## config.mk

```make
export PLATFORM = sky130hd
export DESIGN_NAME = gzip_member_header_parser
export DESIGN_NICKNAME = d
export VERILOG_FILES = /design/src/rtl/core/gzmh_pkg.sv /design/src/rtl/core/gzip_member_header_parser.sv /design/src/rtl/core/gzmh_parse.sv
export SDC_FILE = /design/constraint.sdc
export NUM_CORES = 1
export LEC_CHECK = 0
export ABC_AREA = 0
export BUFFER_PORTS_ARGS = -buffer_cell sky130_fd_sc_hd__buf_2
export CAP_MARGIN = 20
export CORE_ASPECT_RATIO = 0.75
export CORE_MARGIN = 4
export CORE_UTILIZATION = 65
export DETAILED_ROUTE_END_ITERATION = 16
export HOLD_SLACK_MARGIN = 0.1
export PLACE_DENSITY = 0.85
export SETUP_SLACK_MARGIN = 0.3
export SLEW_MARGIN = 40
export SYNTH_ARGS = -nofsm -noshare
export SYNTH_HDL_FRONTEND = slang
export SYNTH_SLANG_ARGS = --single-unit
```

## constraint.sdc

```tcl
create_clock -name clk -period 8.9 [get_ports clk]
set_clock_uncertainty 0.15 [all_clocks]
set_input_delay 2.67 -clock clk [delete_from_list [all_inputs] [get_ports clk]]
set_output_delay 2.67 -clock clk [all_outputs]
set_load 0.005 [all_outputs]
```

## src/rtl/core/gzmh_pkg.sv

```systemverilog
`timescale 1ns / 1ps
`default_nettype none

package gzmh_pkg;

    // header parse phases
    typedef enum logic [2:0] {
        PH_FIXED,
        PH_XLO,
        PH_XHI,
        PH_NAME,
        PH_COMMENT,
        PH_BODY
    } phase_t;

    // byte tags
    localparam logic [1:0] KIND_HEADER  = 2'd0;
    localparam logic [1:0] KIND_PAYLOAD = 2'd1;
    localparam logic [1:0] KIND_TRAILER = 2'd2;

    // member status codes
    localparam logic [1:0] STATUS_OK        = 2'd0;
    localparam logic [1:0] STATUS_SHORT     = 2'd1;
    localparam logic [1:0] STATUS_BAD_MAGIC = 2'd2;
    localparam logic [1:0] STATUS_TRUNC     = 2'd3;

    // fixed header bytes
    localparam logic [7:0] MAGIC_ID1  = 8'h1f;
    localparam logic [7:0] MAGIC_ID2  = 8'h8b;
    localparam logic [7:0] CM_DEFLATE = 8'h08;

    // flag bit positions
    localparam int unsigned FLG_FHCRC    = 1;
    localparam int unsigned FLG_FEXTRA   = 2;
    localparam int unsigned FLG_FNAME    = 3;
    localparam int unsigned FLG_FCOMMENT = 4;

    // layout constants
    localparam int unsigned FIXED_HDR_LAST = 9;
    localparam int unsigned FIXED_HDR_LEN  = 10;
    localparam int unsigned TRAILER_LEN    = 8;
    localparam int unsigned ISIZE_LEN      = 4;
    localparam int unsigned MIN_MEMBER_LEN = 18;

    // length register compares, worked out at write time
    typedef struct packed {
        logic zero;
        logic lt4;
        logic lt8;
    } len_flags_t;

    // per item control from the parse stage to the report stage
    typedef struct packed {
        logic [7:0] data;
        logic [1:0] kind;
        logic       done;
        logic       magic_err;
        logic       trunc;
        logic [2:0] pos_add;
    } item_ctl_t;

endpackage

`default_nettype wire

```

## src/rtl/core/gzip_member_header_parser.sv

```systemverilog
`timescale 1ns / 1ps
`default_nettype none

// gzip member header parser
// s_t* carries the member's bytes in order, one item per byte; every byte comes
// back on m_t* tagged header, payload or trailer in m_tuser, with m_tlast on the
// final byte of the member. On that item m_tdata also holds the status and,
// when it is ok, the payload start, payload length and ISIZE from the trailer.
// The member length is written on cfg_*; the user must do so only while no byte is
// in flight; the block does not enforce it. Throughput is one byte per cycle unless
// m_tready stalls. A byte reaches m_t* through one register after the header walk
// (item tag, header end, ISIZE) and one output register after the status and
// length arithmetic. The walk state is updated once per byte, which sets the
// single-byte rate. A new byte is taken whenever the parse stage is empty or moving
// on, so a byte can enter while a finished item waits on m_tready; a stall holds
// both stages. Reset clears the pipeline, the parse state and the length register
// (zero), and after a final byte the parser starts the next member from its first
// byte. A member with no FNAME/FCOMMENT terminator counts the string as ending one
// byte past the member end.

module gzip_member_header_parser #(
    parameter int LENGTH_BITS = 32
) (
    input  logic          clk,
    input  logic          rst_n,
    // configuration: member length
    input  logic          cfg_valid,
    output logic          cfg_ready,
    input  logic [31:0]   cfg_data,      // member_length
    // byte input
    input  logic          s_tvalid,
    output logic          s_tready,
    input  logic [7:0]    s_tdata,       // [7:0] data_byte
    // tagged byte output
    output logic          m_tvalid,
    input  logic          m_tready,
    output logic [111:0]  m_tdata,       // [7:0] byte_out, [9:8] status,
                                         // [41:10] payload_start,
                                         // [73:42] payload_length,
                                         // [105:74] original_size, rest zero
    output logic [1:0]    m_tuser,       // [1:0] byte_kind
    output logic          m_tlast        // member_done
);

    localparam int POS_BITS = (LENGTH_BITS >= 63) ? 64 : LENGTH_BITS + 1;

    // length register and derived compares
    logic [LENGTH_BITS-1:0] len_m1_reg, len_m1_next;
    logic [LENGTH_BITS-1:0] len_m4_reg, len_m4_next;
    logic [LENGTH_BITS-1:0] len_m8_reg, len_m8_next;
    gzmh_pkg::len_flags_t   len_flags_reg, len_flags_next;
    logic                   len_lt18_reg, len_lt18_next;
    logic [63:0]            cfg_wide;
    logic [LENGTH_BITS-1:0] len_val;

    // parse stage
    logic                   a_valid;
    logic                   b_ready;
    gzmh_pkg::item_ctl_t    a_ctl;
    logic [POS_BITS-1:0]    a_pos;
    logic [31:0]            a_size;

    // report stage
    logic [POS_BITS:0]      pos_sum;
    logic [POS_BITS-1:0]    pos_fin;
    logic [63:0]            plen_wide;
    logic [1:0]             status_c;
    logic                   ok_c;

    // output registers
    logic                   m_valid_reg;
    logic [7:0]             byte_reg;
    logic [1:0]             kind_reg;
    logic                   last_reg;
    logic [1:0]             status_reg;
    logic [31:0]            pstart_reg;
    logic [31:0]            plen_reg;
    logic [31:0]            isize_reg;

    assign cfg_ready = 1'b1;

    // length compares worked out at write time
    always_comb
    begin
        cfg_wide             = 64'(cfg_data);
        len_val              = cfg_wide[LENGTH_BITS-1:0];
        len_m1_next          = len_m1_reg;
        len_m4_next          = len_m4_reg;
        len_m8_next          = len_m8_reg;
        len_flags_next       = len_flags_reg;
        len_lt18_next        = len_lt18_reg;
        if (cfg_valid && cfg_ready)
        begin
            len_m1_next          = len_val - LENGTH_BITS'(1);
            len_m4_next          = len_val - LENGTH_BITS'(gzmh_pkg::ISIZE_LEN);
            len_m8_next          = len_val - LENGTH_BITS'(gzmh_pkg::TRAILER_LEN);
            len_flags_next.zero  = (len_val == '0);
            len_flags_next.lt4   = (len_val < LENGTH_BITS'(gzmh_pkg::ISIZE_LEN));
            len_flags_next.lt8   = (len_val < LENGTH_BITS'(gzmh_pkg::TRAILER_LEN));
            len_lt18_next        = (len_val < LENGTH_BITS'(gzmh_pkg::MIN_MEMBER_LEN));
        end
    end

    always_ff @(posedge clk or negedge rst_n)
    begin
        if (!rst_n)
        begin
            len_m1_reg    <= '0;
            len_m4_reg    <= '0;
            len_m8_reg    <= '0;
            len_flags_reg <= '{zero: 1'b1, lt4: 1'b1, lt8: 1'b1};
            len_lt18_reg  <= 1'b1;
        end
        else
        begin
            len_m1_reg    <= len_m1_next;
            len_m4_reg    <= len_m4_next;
            len_m8_reg    <= len_m8_next;
            len_flags_reg <= len_flags_next;
            len_lt18_reg  <= len_lt18_next;
        end
    end

    assign b_ready = !m_valid_reg || m_tready;

    gzmh_parse #(
        .LENGTH_BITS (LENGTH_BITS),
        .POS_BITS    (POS_BITS)
    ) u_parse (
        .clk       (clk),
        .rst_n     (rst_n),
        .in_valid  (s_tvalid),
        .in_ready  (s_tready),
        .in_byte   (s_tdata),
        .len_flags (len_flags_reg),
        .len_m1    (len_m1_reg),
        .len_m4    (len_m4_reg),
        .len_m8    (len_m8_reg),
        .out_valid (a_valid),
        .out_ready (b_ready),
        .out_ctl   (a_ctl),
        .out_pos   (a_pos),
        .out_size  (a_size)
    );

    // final header length and member status
    always_comb
    begin
        pos_sum   = {1'b0, a_pos} + (POS_BITS + 1)'(a_ctl.pos_add);
        pos_fin   = pos_sum[POS_BITS] ? '1 : pos_sum[POS_BITS-1:0];
        plen_wide = 64'(len_m8_reg) - 64'(pos_fin);
        priority if (len_lt18_reg)
            status_c = gzmh_pkg::STATUS_SHORT;
        else if (a_ctl.magic_err)
            status_c = gzmh_pkg::STATUS_BAD_MAGIC;
        else if (a_ctl.trunc || pos_fin > POS_BITS'(len_m8_reg))
            status_c = gzmh_pkg::STATUS_TRUNC;
        else
            status_c = gzmh_pkg::STATUS_OK;
        ok_c = a_ctl.done && (status_c == gzmh_pkg::STATUS_OK);
    end

    // output valid
    always_ff @(posedge clk or negedge rst_n)
    begin
        if (!rst_n)
            m_valid_reg <= 1'b0;
        else if (b_ready)
            m_valid_reg <= a_valid;
    end

    // output payload
    always_ff @(posedge clk)
    begin
        if (a_valid && b_ready)
        begin
            byte_reg   <= a_ctl.data;
            kind_reg   <= a_ctl.kind;
            last_reg   <= a_ctl.done;
            status_reg <= a_ctl.done ? status_c : gzmh_pkg::STATUS_OK;
            pstart_reg <= ok_c ? 32'(64'(pos_fin)) : 32'd0;
            plen_reg   <= ok_c ? plen_wide[31:0] : 32'd0;
            isize_reg  <= ok_c ? a_size : 32'd0;
        end
    end

    assign m_tvalid = m_valid_reg;
    assign m_tdata  = {6'd0, isize_reg, plen_reg, pstart_reg, status_reg, byte_reg};
    assign m_tuser  = kind_reg;
    assign m_tlast  = last_reg;

endmodule

`default_nettype wire

```

## src/rtl/core/gzmh_parse.sv

```systemverilog
`timescale 1ns / 1ps
`default_nettype none

module gzmh_parse #(
    parameter int LENGTH_BITS = 32,
    parameter int POS_BITS    = (LENGTH_BITS >= 63) ? 64 : LENGTH_BITS + 1
) (
    input  logic                   clk,
    input  logic                   rst_n,
    input  logic                   in_valid,
    output logic                   in_ready,
    input  logic [7:0]             in_byte,
    input  gzmh_pkg::len_flags_t   len_flags,
    input  logic [LENGTH_BITS-1:0] len_m1,
    input  logic [LENGTH_BITS-1:0] len_m4,
    input  logic [LENGTH_BITS-1:0] len_m8,
    output logic                   out_valid,
    input  logic                   out_ready,
    output gzmh_pkg::item_ctl_t    out_ctl,
    output logic [POS_BITS-1:0]    out_pos,
    output logic [31:0]            out_size
);

    // parse state
    logic [LENGTH_BITS-1:0] idx_reg, idx_next;
    gzmh_pkg::phase_t       phase_reg, phase_next;
    logic [7:0]             flags_reg, flags_next;
    logic [7:0]             skip_reg, skip_next;
    logic [POS_BITS-1:0]    he_reg, he_next;
    logic                   magic_reg, magic_next;
    logic [31:0]            size_reg, size_next;

    // stage register toward the report stage
    logic                   a_valid_reg;
    gzmh_pkg::item_ctl_t    ctl_reg;
    logic [POS_BITS-1:0]    pos_reg;
    logic [31:0]            asize_reg;

    // values after this item, before the end-of-member clear
    logic [7:0]             flags_upd;
    logic                   magic_upd;
    gzmh_pkg::phase_t       phase_upd;
    gzmh_pkg::phase_t       ent_from;
    logic [7:0]             skip_upd;
    logic [16:0]            inc;
    logic                   go;
    logic [POS_BITS:0]      he_sum;
    logic [POS_BITS-1:0]    he_upd;
    logic [31:0]            size_upd;
    logic                   at_he;
    logic                   done_c;
    logic                   in_fire;
    gzmh_pkg::item_ctl_t    ctl_c;

    // first pending header field at or after a phase
    function automatic gzmh_pkg::phase_t enter_phase(gzmh_pkg::phase_t from,
                                                     logic [7:0] flg);
        gzmh_pkg::phase_t p;
        p = gzmh_pkg::PH_BODY;
        priority if (from <= gzmh_pkg::PH_XLO && flg[gzmh_pkg::FLG_FEXTRA])
            p = gzmh_pkg::PH_XLO;
        else if (from <= gzmh_pkg::PH_NAME && flg[gzmh_pkg::FLG_FNAME])
            p = gzmh_pkg::PH_NAME;
        else if (from <= gzmh_pkg::PH_COMMENT && flg[gzmh_pkg::FLG_FCOMMENT])
            p = gzmh_pkg::PH_COMMENT;
        else
            p = gzmh_pkg::PH_BODY;
        return p;
    endfunction

    assign in_ready = !a_valid_reg || out_ready;
    assign in_fire  = in_valid && in_ready;
    assign at_he    = (POS_BITS'(idx_reg) == he_reg);
    assign done_c   = len_flags.zero || (idx_reg >= len_m1);

    // header field walk for this byte
    always_comb
    begin
        flags_upd = (idx_reg == LENGTH_BITS'(3)) ? in_byte : flags_reg;
        magic_upd = magic_reg
                  | ((idx_reg == LENGTH_BITS'(0)) && (in_byte != gzmh_pkg::MAGIC_ID1))
                  | ((idx_reg == LENGTH_BITS'(1)) && (in_byte != gzmh_pkg::MAGIC_ID2))
                  | ((idx_reg == LENGTH_BITS'(2)) && (in_byte != gzmh_pkg::CM_DEFLATE));
        phase_upd = phase_reg;
        ent_from  = gzmh_pkg::PH_BODY;
        skip_upd  = skip_reg;
        inc       = '0;
        go        = 1'b0;
        unique case (phase_reg)
            gzmh_pkg::PH_FIXED:
            begin
                if (idx_reg == LENGTH_BITS'(gzmh_pkg::FIXED_HDR_LAST))
                begin
                    go       = 1'b1;
                    ent_from = gzmh_pkg::PH_XLO;
                end
            end
            gzmh_pkg::PH_XLO:
            begin
                if (at_he)
                begin
                    skip_upd  = in_byte;
                    inc       = 17'd1;
                    phase_upd = gzmh_pkg::PH_XHI;
                end
            end
            gzmh_pkg::PH_XHI:
            begin
                if (at_he)
                begin
                    inc      = 17'd1 + {1'b0, in_byte, skip_reg};
                    go       = 1'b1;
                    ent_from = gzmh_pkg::PH_NAME;
                end
            end
            gzmh_pkg::PH_NAME, gzmh_pkg::PH_COMMENT:
            begin
                if (at_he)
                begin
                    inc = 17'd1;
                    if (in_byte == 8'd0)
                    begin
                        go       = 1'b1;
                        ent_from = (phase_reg == gzmh_pkg::PH_NAME) ?
                                   gzmh_pkg::PH_COMMENT : gzmh_pkg::PH_BODY;
                    end
                end
            end
            default:
            begin
            end
        endcase
        // entering the body adds the header crc bytes
        if (go)
        begin
            phase_upd = enter_phase(ent_from, flags_upd);
            if (phase_upd == gzmh_pkg::PH_BODY && flags_upd[gzmh_pkg::FLG_FHCRC])
                inc = inc + 17'd2;
        end
        // saturating header end
        he_sum = {1'b0, he_reg} + (POS_BITS + 1)'(inc);
        he_upd = he_sum[POS_BITS] ? '1 : he_sum[POS_BITS-1:0];
        // isize shift from the last four bytes
        size_upd = (!len_flags.lt4 && idx_reg >= len_m4) ?
                   {in_byte, size_reg[31:8]} : size_reg;
    end

    // next state, cleared at the end of a member
    always_comb
    begin
        idx_next   = idx_reg;
        phase_next = phase_reg;
        flags_next = flags_reg;
        skip_next  = skip_reg;
        he_next    = he_reg;
        magic_next = magic_reg;
        size_next  = size_reg;
        if (in_fire)
        begin
            if (done_c)
            begin
                idx_next   = '0;
                phase_next = gzmh_pkg::PH_FIXED;
                flags_next = '0;
                skip_next  = '0;
                he_next    = POS_BITS'(gzmh_pkg::FIXED_HDR_LEN);
                magic_next = 1'b0;
                size_next  = '0;
            end
            else
            begin
                idx_next   = idx_reg + LENGTH_BITS'(1);
                phase_next = phase_upd;
                flags_next = flags_upd;
                skip_next  = skip_upd;
                he_next    = he_upd;
                magic_next = magic_upd;
                size_next  = size_upd;
            end
        end
    end

    // item tag and end-of-member summary inputs
    always_comb
    begin
        ctl_c.data      = in_byte;
        ctl_c.done      = done_c;
        ctl_c.magic_err = magic_upd;
        if (len_flags.lt8 || idx_reg >= len_m8)
            ctl_c.kind = gzmh_pkg::KIND_TRAILER;
        else if (phase_reg != gzmh_pkg::PH_BODY || POS_BITS'(idx_reg) < he_reg)
            ctl_c.kind = gzmh_pkg::KIND_HEADER;
        else
            ctl_c.kind = gzmh_pkg::KIND_PAYLOAD;
        ctl_c.trunc = (phase_upd == gzmh_pkg::PH_FIXED) || (phase_upd == gzmh_pkg::PH_XLO)
                   || (phase_upd == gzmh_pkg::PH_XHI);
        // an open string ends one byte past the member, then the rest follows
        if (phase_upd == gzmh_pkg::PH_NAME || phase_upd == gzmh_pkg::PH_COMMENT)
            ctl_c.pos_add = 3'd1
                + {2'b00, (phase_upd == gzmh_pkg::PH_NAME)
                          && flags_upd[gzmh_pkg::FLG_FCOMMENT]}
                + (flags_upd[gzmh_pkg::FLG_FHCRC] ? 3'd2 : 3'd0);
        else
            ctl_c.pos_add = 3'd0;
    end

    // state registers
    always_ff @(posedge clk or negedge rst_n)
    begin
        if (!rst_n)
        begin
            idx_reg   <= '0;
            phase_reg <= gzmh_pkg::PH_FIXED;
            flags_reg <= '0;
            skip_reg  <= '0;
            he_reg    <= POS_BITS'(gzmh_pkg::FIXED_HDR_LEN);
            magic_reg <= 1'b0;
            size_reg  <= '0;
        end
        else
        begin
            idx_reg   <= idx_next;
            phase_reg <= phase_next;
            flags_reg <= flags_next;
            skip_reg  <= skip_next;
            he_reg    <= he_next;
            magic_reg <= magic_next;
            size_reg  <= size_next;
        end
    end

    // stage valid
    always_ff @(posedge clk or negedge rst_n)
    begin
        if (!rst_n)
            a_valid_reg <= 1'b0;
        else if (in_ready)
            a_valid_reg <= in_valid;
    end

    // stage payload
    always_ff @(posedge clk)
    begin
        if (in_fire)
        begin
            ctl_reg   <= ctl_c;
            pos_reg   <= he_upd;
            asize_reg <= size_upd;
        end
    end

    assign out_valid = a_valid_reg;
    assign out_ctl   = ctl_reg;
    assign out_pos   = pos_reg;
    assign out_size  = asize_reg;

    // a finished member leaves the parser at its start state
    a_done_clears: assert property (@(posedge clk) disable iff (!rst_n)
        in_fire && done_c |=> idx_reg == '0 && phase_reg == gzmh_pkg::PH_FIXED)
        else $error("parser state not cleared after final byte");

    // byte index steps by one per accepted non-final byte
    a_idx_step: assert property (@(posedge clk) disable iff (!rst_n)
        in_fire && !done_c |=> idx_reg == $past(idx_reg) + LENGTH_BITS'(1))
        else $error("byte index did not advance");

    // index only moves on an accepted byte
    a_idx_hold: assert property (@(posedge clk) disable iff (!rst_n)
        !in_fire |=> $stable(idx_reg))
        else $error("byte index moved without an accepted byte");

    // header end never drops below the fixed header
    a_he_floor: assert property (@(posedge clk) disable iff (!rst_n)
        he_reg >= POS_BITS'(gzmh_pkg::FIXED_HDR_LEN))
        else $error("header end below fixed header length");

endmodule

`default_nettype wire
```

==> impl_metrics.py <==
metrics = {
    "synth": {
        "syn_area_um2": 25300,
        "avgSynthCellArea_um2": 9.57,
        "ys_warn_count": 0,
        "synth_area_leaders": "edfxtp_1 (23%), dfrtp_1 (20%), ha_1 (11%)",
        "async_flop_share_pct": 52.9,
        "synth_seq_cells": 403,
        "synth_cell_type_count": 90,
        "yosys.area.top_type": "edfxtp_1",
        "synth_edf_count": 190,
        "netlist.area_leader.share_pct": 22.5,
        "synth-seq-area-share_pct": 43.6,
        "ys.flop_type": "dfrtp_1",
        "synthCells": 2649,
    },
    "place": {
        "placed_area_um2": 26600,
        "port_buffers": 155,
        "gp_congestion": 1.01,
        "dp_hpwl_mm": 57.3,
        "placedCellCount": 3223,
    },
    "cts": {
        "cts_resized": 0,
        "cts_tree": "done",
        "clock_latency_ps": 570,
        "clockRootBuffer": "clkbuf_16",
        "htree_num_levels": 2,
        "clock_sinks": 403,
        "cts.path.max_buffers": 3,
        "cts_inserted_buffers": 40,
        "cts_setup_buffers": 0,
        "cts.clk_slew.worst_paths_ps": 60,
        "holdBufCountCts": 0,
    },
    "worst_setup_path": {
        "critical_path_class": "primary input to flip-flop",
        "cp_data_required_time_ps": 9070,
        "ff2ff_setup_slack_ps": 1950,
        "critical_path.cell_chain": "buf_2 -> or4_4 -> o41ai_2 -> a21oi_1 -> or2_4 -> a22oi_4 -> nand4_4 -> or4_1 -> a21oi_1 -> ha_1 -> nand4_1 -> a211oi_1 -> o41a_1 -> o21ai_0 -> a211oi_1 -> nand3_1 -> xnor2_1 -> nand2_1",
        "worstPathArrival_ps": 7800,
        "slowest_stage": "a211oi_1",
        "critPathLaunch": "s_tdata[1]",
        "reg2reg_from": "u_parse.idx_reg[17]$_DFFE_PN0P_",
        "crit_path_start_kind": "primary input",
        "endpoint_kind": "flip-flop",
        "cp_max_fo": 13,
        "cp_slowest_stage_delay_ps": 720,
    },
    "run_status": {
        "status": "finished clean",
    },
    "power_and_ir_drop": {
        "seqPwrFrac_pct": 44.1,
        "p_per_area_nw_per_um2": 184,
        "irDropWorstVdd_mv": 0.150,
        "p_sw_share_pct": 32.2,
        "switching_power_uw": 1660,
        "pwr-share-comb_pct": 22.6,
        "leakagePower_uw": 0.0128,
        "p_int_uw": 3490,
        "pwr-share-clk_pct": 33.3,
    },
    "sta": {
        "hold_violations": 0,
        "clock.fmax_mhz": 131,
        "timing.final.crit_share_pct": 85.8,
        "drv_slew": 0,
        "relSlewSlack_pct": 42.0,
        "min_period_ps": 7630,
        "finalSetupViolCount": 0,
        "setup_tns_ps": 0,
        "rsz0062_at_grt": "no",
        "worst_slew_pin_slew_ps": 864,
    },
    "global_routing": {
        "globalRouteTotalUtil_pct": 35.3,
        "grt.busiest_layer": "met1",
        "globalRouteMet3Util_pct": 8.43,
        "grt_pass1_vias": 19644,
        "grt_pass1_wl_mm": 116,
        "grt_max_degree": 96,
        "gr-total-overflow": 0,
        "use_met2_pct": 50.3,
        "antenna_found_initial": 0,
        "use_met1_pct": 54.1,
    },
    "die": {
        "initial_utilization_pct": 66.0,
        "pin_count": 163,
        "rows": 62,
        "dieHeight_um": 179,
        "die_w_um": 236,
        "core-area_um2": 38400,
        "dieArea_um2": 42300,
    },
    "route": {
        "wl_per_cell_um": 23.3,
        "drt_drc_violations_left": 0,
        "drt-pass1-iter-count": 6,
        "ant_nets": 0,
        "initialDrtViolationCount": 2536,
        "via_per_inst": 6.46,
        "wirelength_mm": 76.8,
        "num_vias": 21296,
    },
    "cells_and_area": {
        "most-common-layout-cells": "nor2_1 (331), ha_1 (219), inv_1 (215), dfrtp_1 (207), a21oi_1 (194)",
        "area_delta_synth_final_pct": 10.2,
        "instances_no_fill": 3299,
        "drive_above_1_share_pct": 12.0,
        "final_common_cell": "nor2_1",
        "nets": 3020,
        "design_area_um2": 27900,
    },
    "min_path": {
        "hold_path.class": "flip-flop to flip-flop",
        "hp-start": "u_parse.out_ctl[12]$_DFFE_PP_",
    },
    "run": {
        "maxCapViolations": 0,
    },
}
-- power by group through the flow --
stage	clock, µW	combinational [µW]	sequential, µW
final	1720	1160	2270
after detailed placement	0	1130	2300
after global placement	0	1080	2290
after global routing	1800	1270	2290
after floorplan	0	774	2240
after CTS	1720	1140	2260
-- kinds of logic after synthesis --
group / Yosys count / share of synthesized area, %
and+or+nand+nor: 902 / 17.4
AOI/OAI and AO/OA: 536 / 13.8
DFF: 403 / 43.6
buffers and inverters: 339 / 5.18
adders and majority gates: 222 / 11.0
xor gates and xnor gates: 195 / 6.74
muxes: 50 / 2.16
other: 2 / 0.0296
-- cell type report --
type / count / area [µm²]
clock inverter: 24 / 249
antenna: 2 / 5.00
inverter: 216 / 813
multi-input combinational: 1912 / 13100
sequential: 403 / 11000
timing repair buffer: 180 / 1040
clock buffer: 50 / 1070
fill: 2715 / 10500
tap: 512 / 641
-- worst paths after layout --
| path | end | cells past startpoint |
|---|---|---|
| min | byte_reg[4]$_DFFE_PP_ | 0 |
| min in group asynchronous | len_m4_reg[18]$_DFFE_PN0P_ | 1 |
| min reg2reg | byte_reg[4]$_DFFE_PP_ | 0 |
| max reg2reg | u_parse.out_pos[21]$_DFFE_PP_ | 19 |
| max | u_parse.out_pos[21]$_DFFE_PP_ | 18 |
| max in group asynchronous | u_parse.size_reg[20]$_DFFE_PN0P_ | 3 |
-- Yosys cell counts, drive strengths merged (8+ instances only) --
cell    count
o211ai     11
o21a       21
edfxtp    190
a21o       54
a31oi      15
or4        13
dfrtp     207
mux2       37
nand3      63
nor4       32
mux2i      13
buf        17
nand2b     23
xnor2     124
ha        219
nand2     161
inv       215
and3       58
nor2      331
clkbuf    106
o21ai      80
nor3b       8
a21oi     195
o31ai      11
or3        15
nor3       60
a22o       48
nand4      66
nor2b      23
or2         8
xor2       71
a211o      11
a31o       10
a211oi     16
and2       19
and4       10
-- per-layer routing --
layer | share of wire, % | vias to the layer above
li1 | - | 9587
met1 | 43 | 10284
met2 | 41 | 1269
met3 | 13 | 156
met4 | 2.8 | 0
met5 | 0 | -
-- worst max-delay path: cells and delay by family --
family	cells	cell delay, ps
XOR/XNOR	1	230
adder cells (fa/ha/maj)	1	200
buffers and inverters	1	180
AND/OR/NAND/NOR	7	2130
AO/OA/AOI/OAI	8	2370
-- per-stage QoR --
step | utilization [%] | setup WS, ps | hold WS, ps | total power [µW]
after floorplan | - | 1560 | 250 | 3010
after detailed placement | 69.3 | 802 | 260 | 3430
after CTS | 72.7 | 1390 | 267 | 5120
final | 72.8 | 1270 | 272 | 5150
after global routing | 72.7 | 922 | 278 | 5360
after global placement | 69.0 | 870 | 252 | 3380
Note: power is estimated with default switching activity, not from simulation.
